==> src/rtl/core/fat_volume_geometry_macros.svh <==
// Assertion macros for the FAT volume geometry block.
// Used by the top level only; needs clock and reset in scope.
`ifndef FAT_VOLUME_GEOMETRY_MACROS_SVH
`define FAT_VOLUME_GEOMETRY_MACROS_SVH

// The consequent holds in the same cycle as the antecedent.
`define FVG_ASSERT_NOW(lbl, ante, cons, msg) \
   lbl: assert property (@(posedge clock) disable iff (reset) (ante) |-> (cons)) \
      else $error(msg);

// The consequent holds in the cycle after the antecedent.
`define FVG_ASSERT_NEXT(lbl, ante, cons, msg) \
   lbl: assert property (@(posedge clock) disable iff (reset) (ante) |=> (cons)) \
      else $error(msg);

`endif

==> src/rtl/core/fvg_pkg.sv <==
// Shared types and constants for the FAT volume geometry block.
// No dependencies.
`timescale 1ns / 1ps
package fvg_pkg;

   localparam int unsigned LIMIT_FAT12 = 4085;
   localparam int unsigned LIMIT_FAT16 = 65525;
   localparam int unsigned DIR_ENTRY_SHIFT = 5;

   localparam int unsigned SPAN_NUM_W = 22;
   localparam int unsigned SPAN_DEN_W = 16;
   localparam int unsigned SPAN_W = 21;
   localparam int unsigned CLUS_NUM_W = 32;
   localparam int unsigned CLUS_DEN_W = 8;

   typedef enum logic [1:0] {
      STATUS_OK,
      STATUS_BAD_SIZE,
      STATUS_FAT12
   } status_type;

   typedef struct packed {
      logic        bad_size;
      logic [31:0] total;
      logic [31:0] tbl;
      logic [31:0] prod;
      logic [31:0] fat_lba;
      logic [15:0] rsv;
      logic [7:0]  spc;
      logic [31:0] root_clus;
   } front_type;

   typedef struct packed {
      logic              bad_size;
      logic [31:0]       total;
      logic [31:0]       tbl;
      logic [SPAN_W-1:0] span;
      logic [31:0]       fat_lba;
      logic [31:0]       root_lba;
      logic [31:0]       data_start;
      logic [31:0]       root_clus;
   } mid_type;

endpackage

==> src/rtl/core/fvg_back.sv <==
// Output stage: classifies the volume, applies the error cases and holds the response.
// Depends on fvg_pkg.
`timescale 1ns / 1ps
module fvg_back
   import fvg_pkg::*;
(
   input  logic                  clock,
   input  logic                  reset,
   input  logic                  advance,
   input  logic                  in_valid,
   input  logic [CLUS_NUM_W-1:0] in_quo,
   input  mid_type               in_side,
   output logic                  out_valid,
   output logic [1:0]            status,
   output logic                  is_fat32,
   output logic [31:0]           volume_sectors,
   output logic [31:0]           table_sectors,
   output logic [SPAN_W-1:0]     root_dir_span,
   output logic [31:0]           first_fat_lba,
   output logic [31:0]           root_region_lba,
   output logic [31:0]           data_area_lba,
   output logic [31:0]           root_start_cluster,
   output logic [31:0]           cluster_total
);

   logic              valid_ff;
   status_type        status_ff, status_in;
   logic              big_ff, big_in;
   logic [31:0]       total_ff, total_in;
   logic [31:0]       tbl_ff, tbl_in;
   logic [SPAN_W-1:0] span_ff, span_in;
   logic [31:0]       fat_ff, fat_in;
   logic [31:0]       root_ff, root_in;
   logic [31:0]       data_ff, data_in;
   logic [31:0]       clus_ff, clus_in;
   logic [31:0]       count_ff, count_in;
   logic              keep;

   always_comb begin
      if (in_side.bad_size) begin
         status_in = STATUS_BAD_SIZE;
      end else if (in_quo < 32'(LIMIT_FAT12)) begin
         status_in = STATUS_FAT12;
      end else begin
         status_in = STATUS_OK;
      end
      keep     = (status_in == STATUS_OK);
      big_in   = keep && (in_quo >= 32'(LIMIT_FAT16));
      total_in = keep ? in_side.total : '0;
      tbl_in   = keep ? in_side.tbl : '0;
      span_in  = keep ? in_side.span : '0;
      fat_in   = keep ? in_side.fat_lba : '0;
      root_in  = keep ? in_side.root_lba : '0;
      data_in  = keep ? in_side.data_start : '0;
      clus_in  = big_in ? in_side.root_clus : '0;
      count_in = keep ? in_quo : '0;
   end

   always_ff @(posedge clock) begin
      if (reset) begin
         valid_ff <= 1'b0;
      end else if (advance) begin
         valid_ff <= in_valid;
      end
   end

   always_ff @(posedge clock) begin
      if (advance) begin
         status_ff <= status_in;
         big_ff    <= big_in;
         total_ff  <= total_in;
         tbl_ff    <= tbl_in;
         span_ff   <= span_in;
         fat_ff    <= fat_in;
         root_ff   <= root_in;
         data_ff   <= data_in;
         clus_ff   <= clus_in;
         count_ff  <= count_in;
      end
   end

   assign out_valid          = valid_ff;
   assign status             = status_ff;
   assign is_fat32           = big_ff;
   assign volume_sectors     = total_ff;
   assign table_sectors      = tbl_ff;
   assign root_dir_span      = span_ff;
   assign first_fat_lba      = fat_ff;
   assign root_region_lba    = root_ff;
   assign data_area_lba      = data_ff;
   assign root_start_cluster = clus_ff;
   assign cluster_total      = count_ff;

endmodule

==> config.mk <==
export PLATFORM = sky130hd
export DESIGN_NAME = fvg_back
export DESIGN_NICKNAME = d
export VERILOG_FILES = /design/src/rtl/core/fat_volume_geometry_macros.svh /design/src/rtl/core/fvg_pkg.sv /design/src/rtl/core/fvg_back.sv
export SDC_FILE = /design/constraint.sdc
export NUM_CORES = 1
export LEC_CHECK = 0
export BUFFER_PORTS_ARGS = -buffer_cell sky130_fd_sc_hd__buf_2
export CELL_PAD_IN_SITES_DETAIL_PLACEMENT = 2
export CELL_PAD_IN_SITES_GLOBAL_PLACEMENT = 2
export CORE_MARGIN = 5
export CORE_UTILIZATION = 30
export CTS_CLUSTER_SIZE = 40
export DETAILED_ROUTE_END_ITERATION = 7
export PLACE_DENSITY_LB_ADDON = 0.1
export SYNTH_ARGS = -nofsm -noshare
export SYNTH_HDL_FRONTEND = slang
export SYNTH_SLANG_ARGS = --single-unit
==> constraint.sdc <==
create_clock -name clock -period 1.7 [get_ports clock]
set_input_delay 0.34 -clock clock [delete_from_list [all_inputs] [get_ports clock]]
set_output_delay 0.34 -clock clock [all_outputs]
set_load 0.01 [all_outputs]
==> flow_results.org, run 1 <==
** Status
- The flow ran to the end, and the final reports show no timing, DRC or antenna violations.

** Placed design
- HPWL after DPL :: 31,600 um
- Cell Count Post-Placement :: 1,772
- Last weighted congestion value of the routability-driven placer :: 0.779
- IO buf count :: 498

** Global routing
- Global-route congestion overflow total :: 0
- Wire length of the first global-routing pass :: 62,400 um
- Across every metal layer, demand over resource in global routing totals 0.196.
- Initial antenna violation count :: 20
- Via count of the first global-routing pass :: 9,802
- Largest net degree at the start of global routing :: 52

** Setup path
- Worst flop-to-flop path startpoint :: out_valid
- The worst setup path is launched from a flop.
- For the worst setup path, the data arrival time is 1130 ps.
- The setup path with the least slack is of type flop to output pin.
- At the worst endpoint, the required time is 1360 ps.
- The worst register-to-register path ends at out_valid.
- Cell family with most CP delay :: flip-flops
- Crit-path max cell delay :: 410 ps
- Buf/Inv on CP :: 1
- Worst setup EP type :: output pin
- Stages on worst setup path :: 1
- Slowest stage cell, crit path :: edfxtp_1
- Crit path launch :: data_area_lba[13]
- Worst reg-to-reg path cell count :: 2
- Reg2reg setup slack :: 1100 ps
- Critical Path End :: data_area_lba[13]
- Crit Path Max Fanout :: 1
- Ordered list of cells on the worst path :: buf_2

** STA
- In the finished design, the share of the clock period the worst path needs comes to 0.867.
- Slew at the pin with the worst max-slew slack :: 431 ps
- The clock period could shrink to 1470 ps.
- The number of hold violations in the final report came to 0.
- Across the routed clock network, the largest skew measured is 0 ps.
- Max-slew violation total from the final report :: 0
- Hold timing on the final database bottoms out at a slack of 25.8 ps.
- Timing would allow up to 678 MHz.
- Setup violations remaining at the end of the flow were counted as 0.
- Setup repair after global routing left no endpoint under its margin.
- Headroom to the max-slew limit came out at 0.710.

** Power
- Internal power summed over all cells :: 0.0115 W
- Of the total power, registers draw 0.482.
- Static Leak :: 6.74 nW
- Of the total power, combinational logic draws 0.122.
- Dividing total power by cell area gives a power density of 991 nW/um^2.
- Of the total power, the share spent switching nets is 0.249.
- Design Power :: 0.0154 W
- The share of total power dissipated in the clock network is 0.395.
- The analysis attributes to net switching a power of 0.00382 W.
- Largest vdd supply drop :: 824 uV

** Detailed routing
- Once detail routing completed, the nets flagged for antenna violations numbered 0.
- After detailed routing, the average wire length per cell comes to 23.3 um.
- WL final :: 42,900 um
- Number of vias per cell :: 4.96
- Summing over every cut layer, the via total after detailed routing is 9,129.
- In the routed design, unresolved DRC markers number 0.
- Before antenna repair, the detailed router went through 4 iterations.
- Number of violations reported at the end of detailed-routing iteration 0 :: 367

** Hold path
- Worst hold path type :: primary input to flop
- The worst hold path passes through 3 cells.

** Logic synthesis
- Of the synthesized area, sequential elements account for 0.673.
- Net count of the mapped netlist :: 1,082
- The cell area that synthesis handed to floorplanning was 11,100 um^2.
- Ys Warns :: 0
- Yosys reg bits :: 249
- Averaged over all synthesized cells, the footprint is 13.3 um^2.
- Instance count of the mapped netlist :: 832
- Number of distinct library cell variants in the gate-level netlist after synthesis :: 20

** Floorplan
- The die is 202 um tall.
- The floorplan step defined a die boundary enclosing 40,900 um^2.
- I/O Pins :: 499
- Initial Util :: 0.304
- The die is 202 um wide.
- The floorplan has 70 rows.
- Core region area :: 36,500 um^2

** Clock network
- In this run the number of H-tree levels came out at 1.
- Count of buffers added by post-CTS timing repair for setup :: 0
- Clock-pin slew was measured on the worst setup and hold paths at 60 ps.
- The number of clock buffers added by TritonCTS is 31.
- The tree is rooted in a clkbuf_16.
- Clock latency on the worst-skew pair, taken at its later pin, is 550 ps.
- After clock tree synthesis, the repair step resized 0 gates.
- The clock net in this run drives a total of 249 sinks.
- No sink is reached through more buffers than the 3 on the longest clock path.
- Clock tree from TritonCTS :: done
- CTS Hold Buffers Added :: 1

** Cells and area
- From synthesis to final layout, the design area changed by 39.8%.
- Final cell count without fillers :: 1,840
- The final layout contains 1,588 nets.
- Of the cells placed in the final design, the portion with a size suffix greater than 1 is 0.450.

** Flow run
- Across the run, the number of max-cap violations was 0.
[sequential cells by signal, summed over array words and instances (netlist names)]
signal,flops
root_dir_span,21
status,2
root_start_cluster,32
first_fat_lba,32
data_area_lba,32
is_fat32,1
cluster_total,32
root_region_lba,32
table_sectors,32
out_valid,1
volume_sectors,32
[layer usage]
layer | vias to the layer above | global-route usage | routed length (um) | part of all wire
li1 | 4175 | - | - | -
met2 | 320 | 0.355 | 22200 | 0.52
met4 | 18 | 0.0526 | 1210 | 0.028
met3 | 76 | 0.0764 | 3670 | 0.085
met1 | 4540 | 0.214 | 15700 | 0.37
met5 | - | 0.00357 | 123 | 0.0029
[through the flow]
step	util	setup slack (ps)	TNS, ps	cell area (um^2)
floorplan	-	180	0	11100
CTS	0.424	183	0	15500
global placement	0.398	-242	-44000	14600
global route	0.424	179	0	15500
finish	0.424	226	0	15500
detailed placement	0.398	-316	-53410	14600
[layout make-up]
cell class | count | area [um^2]
antenna | 11 | 27.5
clock buffer | 39 | 806
clock inverter | 17 | 109
fill | 3771 | 21000
inverter | 193 | 724
multi-input combinational | 293 | 2330
sequential | 249 | 7470
tap | 468 | 586
timing repair buffer | 570 | 3450
[cells in the mapped netlist]
master	instances	area (um^2)
nor4_1	4	25.0
and4b_1	1	10.0
nand2b_1	32	200
inv_1	193	724
buf_4	2	15.0
nor4_2	1	12.5
dfxtp_1	1	20.0
clkbuf_1	32	120
a311oi_1	193	1690
o2111ai_1	1	8.76
nor2b_1	20	125
o21a_1	1	7.51
a21oi_1	33	165
buf_6	21	236
and4_1	4	35.0
o211ai_4	1	21.3
nor2_1	1	3.75
buf_2	42	210
mux2i_1	1	10.0
edfxtp_1	248	7450
[worst min path at each step]
stage	start	to	slack [ps]
after CTS	in_valid	out_valid	0.5
after detailed placement	reset	out_valid	500
after global placement	reset	out_valid	500
after floorplan	reset	out_valid	410
final	in_valid	out_valid	30
after global routing	in_valid	out_valid	40
[power by group through the flow]
stage / clock network [W] / logic, W / registers [W]
after global routing: 0.00649 / 0.00204 / 0.00746
after detailed placement: 0 / 0.00192 / 0.00755
final: 0.00607 / 0.00188 / 0.00741
after floorplan: 0 / 0.000394 / 0.00782
after global placement: 0 / 0.00187 / 0.00753
after CTS: 0.00625 / 0.00193 / 0.00742
[placed cells by master, fill, tap and decap left out, drive strengths merged]
cell         synthesis  layout
nor4                 5       5
and4                 4       4
buf                 65     569
clkinv               0      14
nand2b              32      32
clkbuf              32      39
dlygate4sd3          0       1
edfxtp             248     248
a311oi             193     193
o2111ai              1       1
clkinvlp             0       2
nor2                 1       1
and4b                1       1
dfxtp                1       1
a21oi               33      33
mux2i                1       1
o211ai               1       1
bufinv               0       1
inv                193     193
o21a                 1       1
nor2b               20      20
diode                0      11
[cells by family after synthesis]
family                 synth area share
AO/OA/AOI/OAI                     0.171
AND/OR/NAND/NOR                  0.0371
buffers and inverters             0.118
flip-flops                        0.673
multiplexers                   0.000903
No activity file was read; power rests on OpenSTA's default activity.
==> inputs of run 2 (changes only) <==
Settings changed: BUFFER_PORTS_ARGS -buffer_cell sky130_fd_sc_hd__buf_2 to unset, CORE_AREA set to 5 5 191 193, CORE_MARGIN 5 to unset, CORE_UTILIZATION 30 to unset, DIE_AREA set to 0 0 196 198, DONT_BUFFER_PORTS set to 1.
==> run 2 against run 1 <==
Against the previous run:
- the run now ends with hold timing left
- critical path depth is 1 lower
- non-clock buffer count is 512 lower
- global-route usage is 2.3 points lower
- clock power is 3.5% lower
- worst hold slack worse by 110 ps
- cell count is 29% lower
- largest power group unchanged
==> flow_results.org, run 2 (synthesized netlist as in run 1, its figures left out) <==
** Cells and area
- The number of nets in the final layout came to 1,074 (-32%).
- Sequential standard cell area :: 7470 um^2 (unchanged)
- Fill cell count :: 3,461 (-8.2%)
- P&R area growth vs syn :: 15.5%
- Area occupied by multi-input gates :: 2330 um^2 (unchanged)
- Leading cell type in the layout, fill and taps excluded :: edfxtp_1
- The number of non-filler instances in the completed layout was 1,301 (-29%).
- The library cells used most frequently in the layout, excluding fill and tap cells, are edfxtp_1, inv_1, a311oi_1.
- Ratio of cells with drive above 1 in the final layout :: 0.0876 (-0.363)

** Floorplan
- Initial Util :: 0.323 (+0.0190)
- The die extent in y is 198 um (-2.1%).
- The overall die width came to 196 um (-3.1%).
- The number of top-level pins is 499 (unchanged).
- The full die area is 38,800 um^2 (-5.1%).
- Site row count :: 68 (-2.9%)
- The placeable core area came to 34,400 um^2 (-5.9%).

** STA
- Post-route minimum period :: 1380 ps (-92.5 ps)
- Maximum operating frequency :: 724 MHz (+6.7%)
- Clock skew after layout :: 0 ps (unchanged)
- Slew at the pin with the worst max-slew slack :: 656 ps (+224 ps)
- The headroom to the max-slew limit came to 0.561 (-0.148).
- The number of hold violations in the final report is 27 (+27).
- Endpoints failing setup :: 0 (unchanged)
- Final worst path period share :: 0.813 (-0.0544)
- Setup repair after global routing left no endpoint under its margin.
- Worst hold slack across all endpoints :: -81.3 ps (-107 ps)
- The number of pins with negative max-slew slack in the final report is 0 (unchanged).

** Status
- Violations in the final reports :: hold timing
- The flow ran to the end, but the final reports show violations.

** Power
- Sequential share of power :: 0.554 (+0.072)
- Internal power summed over all cells :: 0.0110 W (-4.7%)
- The net load switching power was 0.00320 W (-16%).
- The clock share of power was 0.412 (+0.017).
- The proportion of power drawn by combinational gates came to 0.033 (-0.089).
- The power density of the placed cells came to 1110 nW/um^2 (+12%).
- The leakage power total came to 4.66 nW (-31%).
- The peak supply drop was 645 uV (-22%).
- Fraction of power spent switching nets :: 0.225 (-0.0236)

** Detailed routing
- The number of search-and-repair iterations in the first detailed-routing pass came to 4 (unchanged).
- Number of violations reported at the end of detailed-routing iteration 0 :: 311 (-15%)
- Count of nets left with antenna violations after detail routing :: 0 (unchanged)
- The number of vias in the routed layout is 7,129 (-22%).
- The DRC violation count after routing is 0 (unchanged).
- The total routed wirelength is 36,300 um (-15%).
- The routed length per instance was 27.9 um (+20%).
- Number of vias per cell :: 5.48 (+10%)

** Global routing
- Via count of the first global-routing pass :: 7,628 (-22%)
- The initial antenna violation count is 1 (-95%).
- Largest net degree at the start of global routing :: 250 (+380%)
- The total global routing track utilization was 0.173 (-0.0234).
- Global-route congestion overflow total :: 0 (unchanged)
- The first-pass GRT wire length was 51,400 um (-18%).

** Setup path
- The arrival time reported for the critical path endpoint was 1040 ps (-90 ps).
- Class of the most critical setup path :: flop to output pin
- Worst setup EP type :: output pin
- The worst register-to-register path begins at out_valid.
- The required time of the worst setup path came to 1360 ps (about the same).
- The maximum fanout encountered on the critical timing path was 1 (unchanged).
- Crit path launch :: table_sectors[22]
- Critical path launch point type :: flop

** Clock network
- The clock transition at the register clock pins on the worst setup and hold paths after CTS is 60 ps (about the same).
- CTS buffer count :: 29 (-6.5%)
- The level count of the clock H-tree came to 1 (unchanged).
- The tree is rooted in a clkbuf_16.
- Clock tree from TritonCTS :: done
- The clock insertion delay at the later pin of the skew report was 540 ps (about the same).
- CTS Buffer Depth :: 3 (unchanged)
- The number of hold buffers added after cts is 24 (+23).
- PostCTS Resize Cnt :: 0 (unchanged)
- Count of buffers added by post-CTS timing repair for setup :: 0 (unchanged)
- Clock sinks :: 249 (unchanged)

** Placed design
- HPWL after DPL :: 25,000 um (-21%)
- IO buf count :: 0 (-100%)
- Last weighted congestion value of the routability-driven placer :: 0.747 (-4.1%)
- Cell Count Post-Placement :: 1,224 (-31%)

** Hold path
- The worst hold path belongs to the class primary input to flop.
- Worst hold start :: advance

** Flow run
- Max-capacitance violation count :: 0 (unchanged)
run 2: cell count changes in the layout (fill, tap and decap cells not counted), moves of 2 or more:
cell           delta
buf_4            -32
clkbuf_16         -2
dlygate4sd3_1    +23
diode_2          -10
buf_2           -496
buf_12            -5
clkinvlp_4        -2
clkbuf_1          +3
clkinv_1          -3
run 2: power groups by stage:
stage                     registers, W  clock network (W)  logic, W
after floorplan                0.00782                  0  0.000394
after global placement         0.00802                  0  0.000394
after detailed placement       0.00802                  0  0.000432
after CTS                      0.00790            0.00605  0.000482
after global routing           0.00792            0.00634  0.000532
final                          0.00787            0.00586  0.000475
run 2: cell type report:
type / instances / area share
flip-flops and latches: 249 / 0.583
multi-input cells: 293 / 0.182
repair buffers: 58 / 0.0651
clock buffers: 40 / 0.0599
inverters: 193 / 0.0566
well taps: 455 / 0.0445
clock inverters: 12 / 0.00860
diodes: 1 / 0.000195
run 2: final timing paths:
kind / to / slack [ps] / cells past startpoint
hold / removal: data_area_lba[13] / -80 / 0
hold reg to reg: out_valid / 1150 / 3
setup reg to reg: out_valid / 490 / 3
setup / recovery: table_sectors[22] / 320 / 0
run 2: worst register-to-register path, stage by stage, from the launching register on:
cell and delay, ps:
dfxtp_1 350, mux2i_1 140, nor2_1 50, dlygate4sd3_1 550
run 2: per-stage QoR:
stage	setup WS (ps)	area (um^2)	utilization	power [W]	setup TNS, ps
after detailed placement	-177	11700	0.340	0.00845	-24300
after floorplan	180	11100	-	0.00821	0
after global placement	-167	11700	0.340	0.00842	-15850
after CTS	280	12800	0.372	0.0144	0
final	318	12800	0.373	0.0142	0
after global routing	271	12800	0.373	0.0148	0
run 2: per-layer routing:
layer | vias up | global-route usage | wire length (um)
met5 | - | 0 | 0
met1 | 3595 | 0.175 | 12300
met2 | 350 | 0.311 | 18700
met4 | 0 | 0.0584 | 1230
met3 | 67 | 0.0842 | 4000
li1 | 3117 | - | -
==> inputs of run 3 (changes only) <==
Settings changed: ABC_AREA set to 1.
Clock period 1.7 ns to 1.1 ns, I/O delays scaled along.
==> run 3 against run 2 <==
Against the previous run:
- sequential share of layout area down 4.5 points
- die area unchanged
- clock-buffer cell count down 6
- highest routed layer is now met5
- the run ends with hold timing, setup timing left
- utilization up 3.1 points
- setup slack worse by 480 ps
==> flow_results.org, run 3 <==
** Status
- The run finished, with violations left.
- Violations in the final reports :: hold timing, setup timing

** Setup path
- The required time of the worst setup path came to 880 ps (-480 ps).
- In this run the critical register-to-register path is captured at out_valid.
- The worst setup path is of the flop to output pin kind.
- Critical path launch point type :: flop
- Reg2reg setup slack :: 420 ps (-70 ps)
- The arrival time reported for the critical path endpoint was 1040 ps (about the same).
- The number of cells on the worst reg-to-reg path came to 2 (-1).
- Worst flop-to-flop path startpoint :: out_valid
- The maximum fanout encountered on the critical timing path came to 1 (unchanged).
- The worst setup path is captured at an output pin.

** Power
- The proportion of power drawn by combinational gates was 0.070 (+0.037).
- Static Leak :: 5.95 nW (+28%)
- Power density over cell area :: 1630 nW/um^2 (+47%)
- Design Power :: 0.0226 W (+59%)
- Internal power summed over all cells :: 0.0173 W (+57%)
- The clock share of power came to 0.390 (-0.022).
- Largest vdd supply drop :: 1050 uV (+63%)
- The switching share of total power was 0.237 (+0.0114).
- Sequential share of power :: 0.540 (-0.014)
- The net load switching power was 0.00535 W (+67%).

** Cells and area
- Leading cell type in the layout, fill and taps excluded :: inv_1
- The area used by sequential logic in the layout came to 7470 um^2 (about the same).
- Ratio of cells with drive above 1 in the final layout :: 0.0760 (-0.0116)
- The combined area of the multi-input logic cells was 1180 um^2 (-49%).
- Fill cell count :: 3,468 (+0.20%)
- The number of nets in the final layout was 1,334 (+24%).
- Post-Route Utilization :: 0.404 (+0.0314)
- P&R area growth vs syn :: 42.7%
- In the layout the commonest cells are inv_1, nor2_1, edfxtp_1.

** Floorplan
- Site row count :: 68 (unchanged)
- The full die area came to 38,800 um^2 (unchanged).
- Core region area :: 34,400 um^2 (unchanged)
- Initial Util :: 0.283 (-0.0396)
- The overall die width came to 196 um (unchanged).
- Die Y :: 198 um (unchanged)
- I/O Pins :: 499 (unchanged)

** Global routing
- Global-route congestion overflow total :: 0 (unchanged)
- The first-pass GRT wire length was 49,400 um (-3.8%).
- The number of global-route vias before repair is 7,724 (+1.3%).
- The initial antenna violation count was 4 (+3).
- The total global routing track utilization was 0.168 (-0.00501).
- Largest net degree at the start of global routing :: 250 (unchanged)

** Detailed routing
- The DRC violation count after routing came to 0 (unchanged).
- Number of violations reported at the end of detailed-routing iteration 0 :: 211 (-32%)
- Number of optimization iterations in the first detailed-route pass :: 4 (unchanged)
- The total routed wirelength is 35,000 um (-3.5%).
- Count of vias placed by the detailed router :: 6,567 (-7.9%)
- The detailed-route vias per instance was 4.20 (-23%).
- The routed length per instance was 22.4 um (-20%).
- Count of nets left with antenna violations after detail routing :: 0 (unchanged)

** Flow run
- The number of max-cap violations came to 0 (unchanged).

** STA
- Based on the critical path, the design can be clocked at up to 793 MHz.
- Count of final hold-check violations :: 23 (-15%)
- The final critical-path setup slack is -160 ps (-478 ps).
- Setup repair after global routing could not meet its margin everywhere.
- In the finished design, the share of the clock period the worst path needs comes to 1.15.
- Worst slew slack as a fraction of its limit :: 0.0746 (-0.487)
- Endpoints failing setup :: 249 (+249)
- The clock skew after layout was 0 ps (unchanged).
- Worst hold slack across all endpoints :: -205 ps (-124 ps)
- Post-route minimum period :: 1260 ps
- Slew at the pin with the worst max-slew slack :: 1390 ps (+732 ps)
- Max-slew violation total from the final report :: 0 (unchanged)

** Placed design
- The weighted congestion at the end of routability-driven global placement came to 0.755 (+1.1%).
- The post-detailed-placement half-perimeter wirelength is 22,700 um (-9.0%).
- IO buf count :: 0 (unchanged)

** Logic synthesis
- The post-synthesis area per instance is 12.1 um^2 (-9.3%).
- The synthesized-area fraction occupied by and/or/nand/nor cells is 0.109 (+0.0717).
- Fraction of synthesis flops using an asynchronous set or reset pin :: 0 (unchanged)
- Area share of the largest cell type after synthesis :: 0.766 (+0.0939)
- Synthesized area :: 9730 um^2 (-12%)
- The biggest area contributor in the post-synthesis netlist is edfxtp_1.
- The fraction of the mapped netlist area in compound gates is 0.000514 (-0.170).
- Synth Area in XOR/XNOR :: 0 (unchanged)
- The arithmetic-cell share of the synthesized area counting full adders, half adders and majority gates is 0 (unchanged).
- Net count of the mapped netlist :: 1,055 (-2.5%)
- In the synthesized netlist the dominant register cell turns out to be edfxtp_1.
- Number of enable-type register cells in the synthesized netlist :: 248 (unchanged)
- The multiplexer share of the synthesized area was 0.00103 (+0.000126).
- Most instantiated library cell after synthesis :: nor2_1
- The flop and latch count out of synthesis was 249 (unchanged).
- The synthesis warning total came to 0 (unchanged).
- The unique cell type count in the Yosys netlist came to 14 (-30%).
- Post-synth top cells :: nor2_1, inv_1, edfxtp_1, buf_6, nand2_1
- Top cells by area in the synthesized netlist :: edfxtp_1, nor2_1, inv_1
- Sequential element share of the synthesized area :: 0.768 (+0.0942)
- Combinational family with the most area after synthesis :: buffers and inverters
- Instance count of the mapped netlist :: 805 (-3.2%)

** Hold path
- Number of cells on the worst hold path :: 0 (unchanged)
- Worst hold path type :: primary input to flop
- The worst hold path terminates at root_region_lba[2].
- In this run the most critical hold path is launched from advance.

** Clock network
- CTS buffer count :: 29 (unchanged)
- The tree is rooted in a clkbuf_16.
- The number of hold buffers added after cts came to 245 (+920%).
- Clock tree from TritonCTS :: done
- CTS Buffer Depth :: 3 (unchanged)
- The clock transition at the register clock pins on the worst setup and hold paths after CTS is 60 ps (about the same).
- The level count of the clock H-tree is 1 (unchanged).
- The clock insertion delay at the later pin of the skew report is 530 ps (about the same).
- Clock sinks :: 249 (unchanged)
[run 3: layout make-up]
cell class              count  area share
flip-flops and latches    249       0.538
repair buffers            273       0.206
multi-input cells         281      0.0850
clock buffers              34      0.0536
clock inverters            18     0.00784
inverters                 250      0.0676
well taps                 455      0.0410
diodes                      3    0.000541
[run 3: what timing repair did]
item | 4_1_cts | 5_1_grt
setup buffers | 3 | 2
endpoints found under the setup margin | 494 | 483
resized for setup | 11 | 14
pin swaps | 1 | 7
cloned | 3 | 4
endpoints found under the hold margin | 493 | 248
[run 3: per-layer routing]
layer / track usage / wire length [um] / vias to the layer above
met5: 0 / 7 / -
met4: 0.0520 / 1020 / 2
met2: 0.316 / 18800 / 316
met3: 0.0660 / 3270 / 63
met1: 0.170 / 11900 / 3196
li1: - / - / 2990
[run 3: worst max path at each step]
stage | cells after the start | slack (ps) | start | end
5_1_grt | 0 | -220 | root_region_lba[29] | root_region_lba[29]
6_report | 0 | -160 | root_region_lba[29] | root_region_lba[29]
3_5_place_dp | 8 | -850 | in_quo[1] | root_start_cluster[14]
4_1_cts | 0 | -220 | root_region_lba[29] | root_region_lba[29]
2_1_floorplan | 10 | -240 | in_quo[23] | cluster_total[4]
3_3_place_gp | 8 | -820 | in_quo[1] | root_start_cluster[0]
[run 3: power by group through the flow]
stage / combinational (W) / sequential [W] / clock (W)
2_1_floorplan: 0.000547 / 0.0121 / 0
3_3_place_gp: 0.000671 / 0.0124 / 0
3_5_place_dp: 0.000732 / 0.0124 / 0
4_1_cts: 0.00155 / 0.0122 / 0.00913
5_1_grt: 0.00174 / 0.0122 / 0.00956
6_report: 0.00158 / 0.0122 / 0.00883
[run 3: kinds of logic (layout without fill, tap and decap cells)]
group / after synthesis / in the layout
other: 0 / 3
DFF: 249 / 249
and+or+nand+nor: 278 / 279
buffers and inverters: 276 / 575
AOI/OAI and AO/OA: 1 / 1
muxes: 1 / 1
[run 3: stage by stage]
step | setup WS (ps) | area (um^2) | hold slack, ps | cells | setup TNS [ps]
floorplan | -239 | 9760 | 292 | 805 | -51090
global placement | -819 | 10300 | 294 | 1253 | -178280
detailed placement | -846 | 10300 | 302 | 1253 | -187300
CTS | -225 | 13800 | -239 | 1556 | -36250
global route | -220 | 13900 | -233 | 1563 | -38520
finish | -160 | 13900 | -205 | 1563 | -26230
